==> config.mk <==
export PLATFORM = sky130hd
export DESIGN_NAME = rgpl_front
export DESIGN_NICKNAME = d
export VERILOG_FILES = /design/src/rtl/rgpl_pkg.sv /design/src/rtl/rgpl_front.sv
export SDC_FILE = /design/constraint.sdc
export NUM_CORES = 1
export LEC_CHECK = 0
export BUFFER_PORTS_ARGS = -buffer_cell sky130_fd_sc_hd__clkbuf_2
export CORE_AREA = 3 3 159 161
export CTS_BUF_LIST = sky130_fd_sc_hd__clkbuf_4
export CTS_CLUSTER_DIAMETER = 60
export DETAILED_ROUTE_END_ITERATION = 10
export DIE_AREA = 0 0 162 164
export PLACE_DENSITY_LB_ADDON = 0.08
export SLEW_MARGIN = 20
export SYNTH_ARGS = -nofsm -noshare
export SYNTH_HDL_FRONTEND = slang
export SYNTH_SLANG_ARGS = --single-unit
==> constraint.sdc <==
create_clock -name i_clk -period 10.66 [get_ports i_clk]
set_input_delay 2.132 -clock i_clk [delete_from_list [all_inputs] [get_ports i_clk]]
set_output_delay 2.132 -clock i_clk [all_outputs]
set_load 0.03 [all_outputs]
==> src/rtl/rgpl_pkg.sv <==
// ----------------------------------------------------------------------------
// rgpl_pkg
// Shared types and constants of the rectilinear grid point labeler.
// ----------------------------------------------------------------------------
package rgpl_pkg;

    localparam int MaxCoords  = 64;
    localparam int CoordBits  = $clog2(MaxCoords);
    localparam int CountBits  = 7;
    localparam int LabelDepth = 262144;
    localparam int LabelBits  = $clog2(LabelDepth);
    localparam int IndexBits  = 18;
    localparam int InBits     = 200;
    localparam int OutBits    = 104;
    localparam int CfgIdxBits = 3;

    typedef enum logic [2:0] {
        OP_LOAD_X     = 3'd0,
        OP_LOAD_Y     = 3'd1,
        OP_LOAD_Z     = 3'd2,
        OP_LOAD_LABEL = 3'd3,
        OP_LOCATE     = 3'd4
    } t_opcode;

    typedef enum logic [2:0] {
        CFG_POINT_MODE    = 3'd0,
        CFG_COUNT_X       = 3'd1,
        CFG_COUNT_Y       = 3'd2,
        CFG_COUNT_Z       = 3'd3,
        CFG_LOCAL_PROCESS = 3'd4,
        CFG_MULTI_PROCESS = 3'd5
    } t_cfg_index;

    typedef struct packed {
        logic [2:0]           opcode;
        logic [IndexBits-1:0] table_index;
        logic [31:0]          load_value;
        logic [31:0]          point_x;
        logic [31:0]          point_y;
        logic [31:0]          point_z;
        logic [30:0]          seed_index;
        logic                 to_local;
        logic [14:0]          dest_process;
    } t_cmd;

endpackage

==> src/rtl/rgpl_front.sv <==
// ----------------------------------------------------------------------------
// rgpl_front
// Accepts input words, decodes them, folds the particle id, resolves routing
// and drops unknown opcodes before the command queue.
// ----------------------------------------------------------------------------
module rgpl_front (
    input  logic                       i_clk,
    input  logic                       i_rst_n,
    input  logic                       i_valid,
    output logic                       o_ready,
    input  logic [rgpl_pkg::InBits-1:0] i_data,
    input  logic [14:0]                i_local_process,
    input  logic                       i_multi_process,
    output logic                       o_valid,
    input  logic                       i_ready,
    output rgpl_pkg::t_cmd             o_cmd
);
    logic           r_valid;
    rgpl_pkg::t_cmd r_cmd;
    rgpl_pkg::t_cmd n_cmd;
    logic [31:0]    w_pid;
    logic [14:0]    w_origin;
    logic           w_known;

    assign o_ready  = !r_valid || i_ready;
    assign w_pid    = i_data[180:149];
    assign w_origin = i_data[195:181];
    assign w_known  = i_data[2:0] <= rgpl_pkg::OP_LOCATE;

    always_comb begin
        n_cmd.opcode      = i_data[2:0];
        n_cmd.table_index = i_data[20:3];
        n_cmd.load_value  = i_data[52:21];
        n_cmd.point_x     = i_data[84:53];
        n_cmd.point_y     = i_data[116:85];
        n_cmd.point_z     = i_data[148:117];
        n_cmd.seed_index  = w_pid[31] ? ~w_pid[30:0] : w_pid[30:0];
        if (!i_multi_process || w_origin == i_local_process) begin
            n_cmd.to_local     = 1'b1;
            n_cmd.dest_process = '0;
        end else begin
            n_cmd.to_local     = 1'b0;
            n_cmd.dest_process = w_origin;
        end
    end

    always_ff @(posedge i_clk) begin
        if (!i_rst_n) begin
            r_valid <= 1'b0;
        end else if (o_ready) begin
            r_valid <= i_valid && w_known;
        end
        if (o_ready) begin
            r_cmd <= n_cmd;
        end
    end

    assign o_valid = r_valid;
    assign o_cmd   = r_cmd;
endmodule

==> metrics.log <==
INFO  metric cts-resized-gates = 0
INFO  metric timing.hold.worst_path_depth = 1
INFO  metric comb_power_share = around 16%
INFO  metric average_footprint_of_a_synthesized_cell = ~23 um^2
INFO  metric timing.critical_path.cells = clkbuf_2 -> nand2b_4 -> clkbuf_2
INFO  metric worstSetupPathType = in -> out
INFO  metric chipHeight = ~160 um
INFO  metric worstPathRequired = 8.53 ns
INFO  metric sw_frac_of_total = roughly 30%
INFO  metric grt_setup_unrepaired = false
INFO  metric wl = between 15 and 20 mm
INFO  metric r2r.worst_path.cells = 2
INFO  metric number_of_maximum_capacitance_violations = 0
INFO  metric run_status = finished, final reports clean
INFO  metric dr.first_iter.drc_count = between 200 and 300
INFO  metric worst_tran_pin_value = ~1.1 ns
INFO  metric antenna_found_initial = 1
INFO  metric holdBufCountCts = 0
INFO  metric via_count_of_the_first_global_routing_pass = between 4000 and 5000
INFO  metric cts_buffers = 17
INFO  metric grt_start_max_net_pins = 85
INFO  metric pwr-share-clk = between 20% and 30%
INFO  metric numClockSinks = 197
INFO  metric gp_routability_congestion = about 0.74
INFO  metric path_clk_slew = about 0.18 ns
INFO  metric tritoncts = yes
INFO  metric num_vias = roughly 4200
INFO  metric place_area = about 9000 um^2
INFO  metric setup-tns-final = 0 ns
INFO  metric final_util = 38.6%
INFO  metric wl_per_cell = about 17 um
INFO  metric cell_internal_pwr = 0.00110 W
INFO  metric ys_warn_count = 0
INFO  metric worst_clock_skew = 0.0138 ns
INFO  metric drcViolationCount = 0
INFO  metric design.die.area = roughly 27000 um^2
INFO  metric fin_cells = 1056
INFO  metric critical_path.endpoint_type = output port
INFO  metric slew_violations = 0
INFO  metric worst_relative_slew_slack = between 20% and 30%
INFO  metric areaGrowthSynthToFinish = 41.7%
INFO  metric synth_nets = between 500 and 600
INFO  metric power = about 0.0016 W
INFO  metric dpl.hpwl = between 10 and 15 mm
INFO  metric synthCells = slightly below 300
INFO  metric synth_seq_area_share = 90.1%
INFO  metric clock_insertion_delay_worst_skew = around 0.52 ns
INFO  metric power_switching = about 0.00047 W
INFO  metric class_of_the_worst_hold_path = reg -> reg
INFO  metric numPlacedInstances = around 1000
INFO  metric finalNetCount = 937
INFO  metric globalRoute.totalOverflow = 0
INFO  metric syn_area = 6560 um^2
INFO  metric area_occupied_by_multi_input_gates = ~600 um^2
INFO  metric layout.cells.most_common = sky130_fd_sc_hd__clkbuf_2
INFO  metric cts.path.max_buffers = 2
INFO  metric synth.ff_latch_count = 197
INFO  metric global_route.usage.total = a little over an eighth
INFO  metric final.fill_count = about 2400
INFO  metric cp-start-kind = input port
INFO  metric power.ir.vdd_worst = ~0.063 mV
INFO  metric ys_types = 17
INFO  metric port_buffers = between 400 and 500
INFO  metric ctsRootBufferMaster = sky130_fd_sc_hd__clkbuf_4
INFO  metric maxClockFrequency = just under 200 MHz
INFO  metric cp.arrival = about 3.0 ns
INFO  metric cpPeakStageDelay = roughly 0.47 ns
INFO  metric report.final.setup_viol = 0
INFO  metric leakage_power_total = roughly 4.2 nW
INFO  metric drive_gt1_share = approximately 60%
INFO  metric layout_common_cells = sky130_fd_sc_hd__clkbuf_2 (413), sky130_fd_sc_hd__edfxtp_1 (196), sky130_fd_sc_hd__xor2_1 (34)
INFO  metric pwr-share-seq = between 50 and 60%
INFO  metric timing_hold_violations_final = 0
INFO  metric dieWidth = between 150 and 200 um
INFO  metric cts.repair_timing.setup_buffer_count = 0
INFO  metric post_route_minimum_period = ~5.1 ns
INFO  metric global_route_wire_length_before_repair = 26.0 mm
INFO  metric cp_common_cell = sky130_fd_sc_hd__clkbuf_2
INFO  metric initial_utilization = between 20% and 30%
INFO  metric cts_htree_levels = 4
INFO  metric final_cycle_share = 48.0%
INFO  metric placementRows = 57
INFO  metric final_antenna_net_count = 0
INFO  metric worst-path-max-fanout = 42
INFO  metric detail_route.vias_per_cell = slightly below 4
INFO  metric core_region_area = approximately 24000 um^2
INFO  metric powerDensity = ~170 nW/um^2
INFO  metric detailedRoute.firstPassIterationCount = 5
INFO  metric seq_area = 5910 um^2
INFO  metric design_area = approximately 9300 um^2
INFO  metric timing.critical_path.slowest_stage_cell = sky130_fd_sc_hd__nand2b_4
INFO  metric io-pin-count = between 400 and 500
[worst max-delay path: cells and delay by family]
family	cells	cell delay [ns]
buffers and inverters	2	0.39
and+or+nand+nor	1	0.47
[synth_stat cells, drive strengths merged]
cell / number / share of area, %
nor4: 1 / 0.32
dfxtp: 1 / 0.31
a21boi: 1 / 0.11
clkbuf: 2 / 0.11
nor2: 1 / 0.057
xnor2: 12 / 1.6
o21ai: 1 / 0.076
xor2: 34 / 4.5
nand4: 3 / 0.29
a21bo: 1 / 0.15
a21oi: 15 / 1.1
nand2b: 1 / 0.095
nand2: 16 / 0.92
edfxtp: 196 / 90
buf: 5 / 0.52
[layer usage]
metal	share of wire [%]	GRT usage [%]	up-vias
li1	-	-	1966
met5	0	0	-
met4	1.2	3.72	0
met3	11	5.80	11
met1	35	14.2	1964
met2	53	23.8	236
[layout make-up]
| type | instances | area share [%] |
|---|---|---|
| Antenna cell | 2 | 0.0539 |
| Tap cell | 324 | 4.36 |
| Clock inverter | 14 | 1.53 |
| Clock buffer | 18 | 1.45 |
| Multi-Input combinational cell | 86 | 6.65 |
| Timing Repair Buffer | 415 | 22.4 |
| Sequential cell | 197 | 63.5 |
[metrics by stage]
| step | worst slack [ns] | hold slack (ns) |
|---|---|---|
| final | 5.54 | 1.00 |
| after global routing | 5.45 | 1.07 |
| after CTS | 5.51 | 1.03 |
| after detailed placement | 5.51 | 1.01 |
| after global placement | 5.53 | 0.986 |
| after floorplan | 1.47 | 2.23 |
[final timing paths]
kind | start | end | slack, ns
setup / recovery | i_ready | o_ready | 5.54
hold reg to reg | o_valid | o_cmd[195] | 1.00
setup reg to reg | o_valid | o_cmd[91] | 8.50
hold / removal | o_valid | o_cmd[195] | 1.00
[power by group through the flow]
stage / Combinational (W) / Sequential (W) / Clock, W
after detailed placement: 0.000260 / 0.000951 / 0
final: 0.000255 / 0.000932 / 0.000383
after global placement: 0.000258 / 0.000949 / 0
after floorplan: 0.0000271 / 0.00108 / 0
after global routing: 0.000271 / 0.000938 / 0.000439
after CTS: 0.000260 / 0.000933 / 0.000407
[sequential cells by signal, summed over array words and instances (netlist names)]
| signal | cells |
|---|---|
| o_cmd | 196 |
| o_valid | 1 |
[logic make-up (layout without fill, tap and decap cells)]
group / count (synthesis) / in the layout / synth area share, %
buffers and inverters: 7 / 447 / 0.630
DFF: 197 / 197 / 90.1
xor gates and xnor gates: 46 / 46 / 6.14
AOI/OAI and AO/OA: 18 / 18 / 1.49
other: 0 / 2 / 0
and+or+nand+nor: 22 / 22 / 1.68
No activity file was read; power rests on OpenSTA's default activity.
