File: config.mk
export PLATFORM = sky130hd
export DESIGN_NAME = rgpl_fifo
export DESIGN_NICKNAME = d
export VERILOG_FILES = /design/src/rtl/rgpl_pkg.sv /design/src/rtl/rgpl_fifo.sv
export SDC_FILE = /design/constraint.sdc
export NUM_CORES = 1
export LEC_CHECK = 0
export BUFFER_PORTS_ARGS = -buffer_cell sky130_fd_sc_hd__buf_2
export CAP_MARGIN = 20
export CORE_MARGIN = 1
export CORE_UTILIZATION = 29
export DETAILED_ROUTE_END_ITERATION = 8
export GPL_ROUTABILITY_DRIVEN = 1
export GPL_TIMING_DRIVEN = 0
export SYNTH_ARGS = -nofsm -noshare
export SYNTH_HDL_FRONTEND = slang
export SYNTH_SLANG_ARGS = --single-unit
export TNS_END_PERCENT = 100
File: constraint.sdc
create_clock -name i_clk -period 7.65 [get_ports i_clk]
set_input_delay 1.9125 -clock i_clk [delete_from_list [all_inputs] [get_ports i_clk]]
set_output_delay 1.9125 -clock i_clk [all_outputs]
set_load 0.02 [all_outputs]
File: src/rtl/rgpl_pkg.sv
// ----------------------------------------------------------------------------
// rgpl_pkg
// Shared types and constants of the rectilinear grid point labeler.
// ----------------------------------------------------------------------------
package rgpl_pkg;

    localparam int MaxCoords  = 64;
    localparam int CoordBits  = $clog2(MaxCoords);
    localparam int CountBits  = 7;
    localparam int LabelDepth = 262144;
    localparam int LabelBits  = $clog2(LabelDepth);
    localparam int IndexBits  = 18;
    localparam int InBits     = 200;
    localparam int OutBits    = 104;
    localparam int CfgIdxBits = 3;

    typedef enum logic [2:0] {
        OP_LOAD_X     = 3'd0,
        OP_LOAD_Y     = 3'd1,
        OP_LOAD_Z     = 3'd2,
        OP_LOAD_LABEL = 3'd3,
        OP_LOCATE     = 3'd4
    } t_opcode;

    typedef enum logic [2:0] {
        CFG_POINT_MODE    = 3'd0,
        CFG_COUNT_X       = 3'd1,
        CFG_COUNT_Y       = 3'd2,
        CFG_COUNT_Z       = 3'd3,
        CFG_LOCAL_PROCESS = 3'd4,
        CFG_MULTI_PROCESS = 3'd5
    } t_cfg_index;

    typedef struct packed {
        logic [2:0]           opcode;
        logic [IndexBits-1:0] table_index;
        logic [31:0]          load_value;
        logic [31:0]          point_x;
        logic [31:0]          point_y;
        logic [31:0]          point_z;
        logic [30:0]          seed_index;
        logic                 to_local;
        logic [14:0]          dest_process;
    } t_cmd;

endpackage

File: src/rtl/rgpl_fifo.sv
// ----------------------------------------------------------------------------
// rgpl_fifo
// Two-entry command queue between the front and the back.
// ----------------------------------------------------------------------------
module rgpl_fifo (
    input  logic           i_clk,
    input  logic           i_rst_n,
    input  logic           i_valid,
    output logic           o_ready,
    input  rgpl_pkg::t_cmd i_cmd,
    output logic           o_valid,
    input  logic           i_ready,
    output rgpl_pkg::t_cmd o_cmd
);
    rgpl_pkg::t_cmd r_mem [2];
    logic           r_wr;
    logic           r_rd;
    logic [1:0]     r_cnt;
    logic           w_push;
    logic           w_pop;

    assign o_ready = r_cnt != 2'd2;
    assign o_valid = r_cnt != 2'd0;
    assign w_push  = i_valid && o_ready;
    assign w_pop   = o_valid && i_ready;
    assign o_cmd   = r_mem[r_rd];

    always_ff @(posedge i_clk) begin
        if (!i_rst_n) begin
            r_wr  <= 1'b0;
            r_rd  <= 1'b0;
            r_cnt <= 2'd0;
        end else begin
            if (w_push) r_wr <= !r_wr;
            if (w_pop) r_rd <= !r_rd;
            r_cnt <= r_cnt + {1'b0, w_push} - {1'b0, w_pop};
        end
        if (w_push) r_mem[r_wr] <= i_cmd;
    end
endmodule

==> Flow_metrics.wiki, run 1 <==
{| class="wikitable"
! Metric !! Value
|-
| Outcome || finished, final reports clean
|-
| Detailed Route WL || 31,400 um
|-
| Final cycle utilization of the critical path || 0.508
|-
| CTS-repair resized insts || 0
|-
| Vias/cell || 4.14
|-
| Initial standard-cell utilization of the core || 0.296
|-
| Die Area || 52,600 um^2
|-
| Depth of the most critical reg-to-reg path || 4
|-
| Most frequent standard cell in the layout excluding fill and tap cells || sky130_fd_sc_hd__buf_2
|-
| Final worst path period need || 3.89 ns
|-
| DP HPWL || 21,500 um
|-
| Accumulated negative setup slack || 0 ns
|-
| Number of max-slew violations in the final report || 0
|-
| Total congestion overflow after global routing || 0
|-
| Count of warnings emitted by yosys || 0
|-
| Number of nets produced by synthesis || 841
|-
| TritonCTS clock tree || built
|-
| Leakage power || 7.38 nW
|-
| Number of cells produced by synthesis || 640
|-
| Worst hold-check slack || 0.516 ns
|-
| R2R Path End || r_mem[0][137]
|-
| Worst hold path depth || 2
|-
| Clock latency of the later-clocked register in the worst-skew pair || 0.55 ns
|-
| Number of max-capacitance violations reported || 0
|-
| Setup repair after global routing missed its margin || false
|-
| Max transition margin || 0.517
|-
| Maximum root-to-sink buffer count || 3
|-
| Layout Skew || 0.0168 ns
|-
| Dominant cell type by count on the critical path || sky130_fd_sc_hd__buf_6
|-
| Placed Cells incl. Taps || 1,713
|-
| Number of vias after detailed routing || 7,419
|-
| Floorplan core area || 50,600 um^2
|-
| Arr. time, crit path || 1.97 ns
|-
| First DRT Iteration DRCs || 265
|-
| Worst hold path type || flop to flop
|-
| Total I/O pin count || 398
|-
| Required time at the endpoint of the critical path || 5.74 ns
|-
| Hold Buf Count CTS || 0
|-
| Power per Cell Area || 321 nW/um^2
|-
| Count of TritonRoute iterations in the first routing pass || 4
|-
| Number of sinks on the clock net || 397
|-
| Final cell count without fillers || 1,793
|-
| Post-route DRC violation count || 0
|-
| Layout-stage area growth over the synthesis result || 28.7%
|-
| Port buffer count || 397
|-
| Longest individual stage delay on the worst path || 0.32 ns
|-
| Yosys reg bits || 397
|-
| Maximum fanout along the worst path || 10
|-
| Standard-cell row count || 82
|-
| First-pass GRT wire length || 46,600 um
|-
| Clock slew at the register clock pins of the worst setup and hold paths || 0.06 ns
|-
| Number of filler instances in the final layout || 4,689
|-
| Cell Area, Synth || 15,000 um^2
|-
| Worst slack at placement || 3.80 ns
|-
| Max Clock Freq || 257 MHz
|-
| Worst VDD drop || 221 uV
|-
| Startpoint of the lowest-slack hold path || r_rd
|-
| Endpoints failing setup || 0
|-
| Seq/Total Area, Yosys || 0.792
|-
| Number of antenna violations at the first check in global routing || 4
|-
| Clk Tree Root Cell || sky130_fd_sc_hd__clkbuf_16
|-
| CP max stage cell || sky130_fd_sc_hd__dfxtp_1
|-
| Floorplan die height || 229 um
|-
| Width of the die || 229 um
|-
| Total count of hold-check failures in the final report || 0
|-
| Type of the worst setup path || flop to output pin
|-
| Cell Chain, Critical Path || buf_6, buf_6, buf_6, mux2_4, buf_2
|-
| Number of global-route vias before repair || 7,897
|-
| Post-place instance area || 17,900 um^2
|-
| Total number of nets in the final design || 1,287
|-
| Startpoint type of the worst setup path || flop
|-
| Maximum number of pins on one net before global-route repair || 111
|-
| Number of antenna-violating nets in the routed design || 0
|-
| Number of buffers inserted to repair setup after CTS || 0
|-
| Layout cells sized above 1 || 0.609
|-
| Final worst slack || 3.76 ns
|-
| Endpoint kind of the worst setup timing path || output pin
|-
| Netlist cell types || 25
|-
| Post-DR wirelength/cell || 17.5 um
|-
| Area of all placed cells without fillers || 19,300 um^2
|-
| Reg2reg setup slack || 5.33 ns
|-
| Global router's overall resource usage || 0.117
|-
| Tightest Pin Transition || 0.725 ns
|-
| Design Power || 6.18 mW
|-
| GP Congestion || 0.721
|-
| Average size of a mapped cell || 23.4 um^2
|-
| Commonest cells after routing, fill and taps aside || sky130_fd_sc_hd__buf_2 (402), sky130_fd_sc_hd__edfxtp_1 (392), sky130_fd_sc_hd__mux2_4 (140)
|-
| Start of the worst register-to-register path || r_cnt[0]
|-
| Number of clock buffers inserted by TritonCTS || 43
|-
| H-Tree Level Count || 2
|-
| Fin util || 0.381
|}
[synth_stat cells]
cell type | number | area (um^2)
sky130_fd_sc_hd__or2_2 | 1 | 6.26
sky130_fd_sc_hd__nand3_1 | 1 | 5.00
sky130_fd_sc_hd__mux2_2 | 56 | 631
sky130_fd_sc_hd__inv_1 | 2 | 7.51
sky130_fd_sc_hd__nor2_1 | 4 | 15.0
sky130_fd_sc_hd__xor2_1 | 1 | 8.76
sky130_fd_sc_hd__a21oi_1 | 1 | 5.00
sky130_fd_sc_hd__o31a_1 | 1 | 8.76
sky130_fd_sc_hd__mux2_4 | 140 | 2100
sky130_fd_sc_hd__o21ba_2 | 1 | 10.0
sky130_fd_sc_hd__nand2b_1 | 1 | 6.26
sky130_fd_sc_hd__edfxtp_1 | 392 | 11800
sky130_fd_sc_hd__nand3b_1 | 1 | 7.51
sky130_fd_sc_hd__dfxtp_1 | 5 | 100
sky130_fd_sc_hd__buf_6 | 17 | 191
sky130_fd_sc_hd__buf_2 | 5 | 25.0
sky130_fd_sc_hd__o21ai_0 | 2 | 10.0
sky130_fd_sc_hd__and2b_1 | 1 | 7.51
sky130_fd_sc_hd__nor4_1 | 1 | 6.26
sky130_fd_sc_hd__nor3_1 | 1 | 5.00
sky130_fd_sc_hd__a21bo_2 | 1 | 10.0
sky130_fd_sc_hd__ha_1 | 1 | 12.5
sky130_fd_sc_hd__and2_1 | 1 | 6.26
sky130_fd_sc_hd__nor4bb_1 | 1 | 10.0
sky130_fd_sc_hd__and3_1 | 2 | 12.5
[state kept, by name, summed over array words and instances, names as in the netlist, named ones only]
signal,cells
r_wr,1
r_cnt,2
r_rd,1
r_mem,392
[critical path, delay by kind of cell, from the launching register on]
family	cells	cell delay, ns
multiplexers	1	0.31
flip-flops	1	0.32
buffers and inverters	4	0.77
[power by group]
group	leakage (nW)	switching, mW	internal (mW)
clock network	0.658	0.806	1.17
logic	3.01	0.853	0.660
registers	3.71	0.0492	2.64
total	7.38	1.71	4.47
[layout make-up]
| class | instances | area [um^2] | area share |
|---|---|---|---|
| timing repair buffer | 401 | 2100 | 0.109 |
| clock buffer | 55 | 1160 | 0.0603 |
| antenna | 2 | 5.00 | 0.000260 |
| multi-input combinational | 219 | 2890 | 0.150 |
| tap | 672 | 841 | 0.0436 |
| inverter | 2 | 15.0 | 0.000779 |
| sequential | 397 | 11900 | 0.616 |
| clock inverter | 23 | 183 | 0.00947 |
| buffer | 22 | 216 | 0.0112 |
[worst max-delay path by stage]
stage / from / to / slack (ns) / cells after the start
after floorplan: i_valid / r_mem[1][0] / 0.63 / 1
after global placement: i_valid / r_mem[1][72] / -2.50 / 2
after detailed placement: i_valid / r_mem[0][169] / 3.80 / 4
after CTS: flop / o_cmd[83] / 3.63 / 5
after global routing: flop / o_cmd[149] / 3.63 / 5
final: flop / o_cmd[148] / 3.76 / 5
[layer usage]
layer | up-vias | GRT usage | wire length (um)
met3 | 55 | 0.0491 | 2750
met4 | 4 | 0.0373 | 722
met5 | - | 0 | 25
met1 | 3641 | 0.134 | 12300
met2 | 258 | 0.197 | 15600
li1 | 3461 | - | -
[kinds of logic (layout without fill, tap and decap cells)]
group / after synthesis / in the layout / share of synthesized area
AOI/OAI and AO/OA: 6 / 6 / 0.00292
xor gates and xnor gates: 1 / 1 / 0.000585
adders and majority gates: 1 / 1 / 0.000835
buffers and inverters: 24 / 503 / 0.0149
DFF: 397 / 397 / 0.792
muxes: 196 / 196 / 0.182
other: 0 / 2 / 0
and+or+nand+nor: 15 / 15 / 0.00585
(Power assumes the default switching activity.)
==> run 2, diff against run 1 <==
- clock period: 7.65 -> 3.8 ns (I/O delays scaled with it)
==> Flow_metrics.wiki, run 2 (same netlist as run 1, synthesis figures left out) <==
{| class="wikitable"
! Metric !! Value
|-
| Detailed Route WL || 30,700 um (-2.3%)
|-
| Max Clock Freq || 344 MHz
|-
| Layout Skew || 0.0123 ns (-0.00447 ns)
|-
| Number of antenna violations at the first check in global routing || 3 (-1)
|-
| Tightest Pin Transition || 0.647 ns (-0.0779 ns)
|-
| Initial standard-cell utilization of the core || 0.296 (unchanged)
|-
| First-pass GRT wire length || 45,400 um (-2.7%)
|-
| Maximum fanout along the worst path || 10 (unchanged)
|-
| First DRT Iteration DRCs || 300 (+13%)
|-
| Worst hold-check slack || 0.519 ns (+0.00278 ns)
|-
| Commonest cells after routing, fill and taps aside || sky130_fd_sc_hd__buf_2 (402), sky130_fd_sc_hd__edfxtp_1 (392), sky130_fd_sc_hd__mux2_4 (140)
|-
| ANT cells || 0 (-2)
|-
| Buf+Inv Stages, Crit Path || 4 (unchanged)
|-
| Most frequent standard cell in the layout excluding fill and tap cells || sky130_fd_sc_hd__buf_2
|-
| H-Tree Level Count || 2 (unchanged)
|-
| Number of buffers inserted to repair setup after CTS || 0 (unchanged)
|-
| Clock slew at the register clock pins of the worst setup and hold paths || 0.05 ns (about the same)
|-
| Type of the worst setup path || flop to output pin
|-
| Vias/cell || 4.16 (+0.43%)
|-
| Cell family with the largest share of critical-path delay || buffers and inverters
|-
| Final worst path period need || 2.91 ns
|-
| Post-DR wirelength/cell || 17.1 um (-2.5%)
|-
| Startpoint type of the worst setup path || flop
|-
| Number of max-slew violations in the final report || 0 (unchanged)
|-
| Maximum number of pins on one net before global-route repair || 62 (-44%)
|-
| Longest individual stage delay on the worst path || 0.33 ns (about the same)
|-
| Clk Tree Root Cell || sky130_fd_sc_hd__clkbuf_16
|-
| Number of flip-flops in the largest register || 392 (unchanged)
|-
| Outcome || finished, final reports clean
|-
| Maximum root-to-sink buffer count || 3 (unchanged)
|-
| Hold Buf Count CTS || 0 (unchanged)
|-
| Floorplan die height || 229 um (unchanged)
|-
| Total count of hold-check failures in the final report || 0 (unchanged)
|-
| Width of the die || 229 um (unchanged)
|-
| Number of clock buffers inserted by TritonCTS || 43 (unchanged)
|-
| Endpoint kind of the worst setup timing path || output pin
|-
| Leakage power || 7.42 nW (+0.57%)
|-
| Setup repair after global routing missed its margin || false
|-
| Post-place instance area || 18,000 um^2 (+0.50%)
|-
| Cell-internal power || 9.04 mW (+100%)
|-
| Required time at the endpoint of the critical path || 2.85 ns (-2.89 ns)
|-
| Worst VDD drop || 398 uV (+81%)
|-
| Worst hold path type || flop to flop
|-
| Number of vias after detailed routing || 7,463 (+0.59%)
|-
| Clock share of power || 0.320 (about the same)
|-
| Sw Share || 0.276 (-0.000670)
|-
| Final cycle utilization of the critical path || 0.766
|-
| Max transition margin || 0.568 (+0.0519)
|-
| GP Congestion || 0.730 (+1.2%)
|-
| Register bank with the most flops || r_mem
|-
| TritonCTS clock tree || built
|-
| Area of all placed cells without fillers || 19,400 um^2 (+0.53%)
|-
| Total I/O pin count || 398 (unchanged)
|-
| Fraction of power consumed by combinational cells || 0.247 (+0.002)
|-
| Post-route DRC violation count || 0 (unchanged)
|-
| Fin util || 0.383 (+0.00203)
|-
| Total congestion overflow after global routing || 0 (unchanged)
|-
| Power per Cell Area || 644 nW/um^2 (+100%)
|-
| Clock latency of the later-clocked register in the worst-skew pair || 0.55 ns (about the same)
|-
| Placed Cells incl. Taps || 1,718 (+0.29%)
|-
| Number of global-route vias before repair || 7,932 (+0.44%)
|-
| Floorplan core area || 50,600 um^2 (unchanged)
|-
| Count of TritonRoute iterations in the first routing pass || 4 (unchanged)
|-
| Number of max-capacitance violations reported || 0 (unchanged)
|-
| Global router's overall resource usage || 0.114 (-0.00315)
|-
| Total number of nets in the final design || 1,292 (+0.39%)
|-
| DP HPWL || 21,500 um (unchanged)
|-
| Net switching power || 3.44 mW (+100%)
|-
| Cell Chain, Critical Path || buf_6, buf_6, buf_6, mux2_4, buf_2
|-
| Seq pwr share || 0.434 (about the same)
|-
| Standard-cell row count || 82 (unchanged)
|-
| Number of antenna-violating nets in the routed design || 0 (unchanged)
|-
| CTS-repair resized insts || 0 (unchanged)
|-
| Arr. time, crit path || 1.96 ns (about the same)
|-
| Dominant cell type by count on the critical path || sky130_fd_sc_hd__buf_6
|-
| Port buffer count || 397 (unchanged)
|-
| Die Area || 52,600 um^2 (unchanged)
|-
| Design Power || 12.5 mW (+100%)
|-
| Layout-stage area growth over the synthesis result || 29.4%
|-
| Number of sinks on the clock net || 397 (unchanged)
|-
| Layout cells sized above 1 || 0.615 (+0.00619)
|-
| Final cell count without fillers || 1,796 (+0.17%)
|-
| CP max stage cell || sky130_fd_sc_hd__dfxtp_1
|-
| Largest registers in the final layout || r_mem (392), r_cnt (2)
|-
| Endpoints failing setup || 0 (unchanged)
|}
==> run 2: tightest hold or removal path, stage by stage, from the launching register on <==
cell                      delay [ns]
sky130_fd_sc_hd__dfxtp_1        0.32
sky130_fd_sc_hd__xor2_1         0.08
sky130_fd_sc_hd__nor2_1         0.08
==> run 2: final timing paths <==
kind	start	end	slack (ns)	cells past startpoint
hold reg to reg	r_rd	r_rd	0.52	2
setup reg to reg	r_cnt[0]	r_mem[1][105]	1.51	4
hold / removal	r_rd	r_rd	0.52	2
setup / recovery	flop	o_cmd[147]	0.89	5
==> run 2: routing by layer <==
metal  track usage  part of all wire  vias up
met1         0.126              0.39     3665
li1              -                 -     3463
met5             0            0.0011        -
met3        0.0497             0.088       58
met4        0.0385             0.026        6
met2         0.195              0.50      271
==> run 2: layout make-up <==
| class | instances | area [um^2] |
|---|---|---|
| Multi-Input combinational cell | 219 | 2890 |
| Clock inverter | 27 | 216 |
| Fill cell | 4668 | 31200 |
| Tap cell | 672 | 841 |
| Buffer | 22 | 216 |
| Inverter | 2 | 11.3 |
| Timing Repair Buffer | 406 | 2190 |
| Clock buffer | 51 | 1150 |
| Sequential cell | 397 | 11900 |
==> run 2: metrics by stage <==
step,worst slack (ns),setup TNS [ns]
floorplan,-0.600,-117.66
global placement,-2.77,-855.46
detailed placement,0.969,0
CTS,0.753,0
global route,0.752,0
finish,0.891,0
==> run 2: power by group through the flow <==
stage | clock network, mW | registers (mW) | logic [mW]
final | 3.99 | 5.41 | 3.08
after floorplan | 0 | 5.53 | 2.14
after detailed placement | 0 | 5.50 | 3.15
after global routing | 4.30 | 5.44 | 3.27
after CTS | 4.15 | 5.41 | 3.15
after global placement | 0 | 5.58 | 3.06
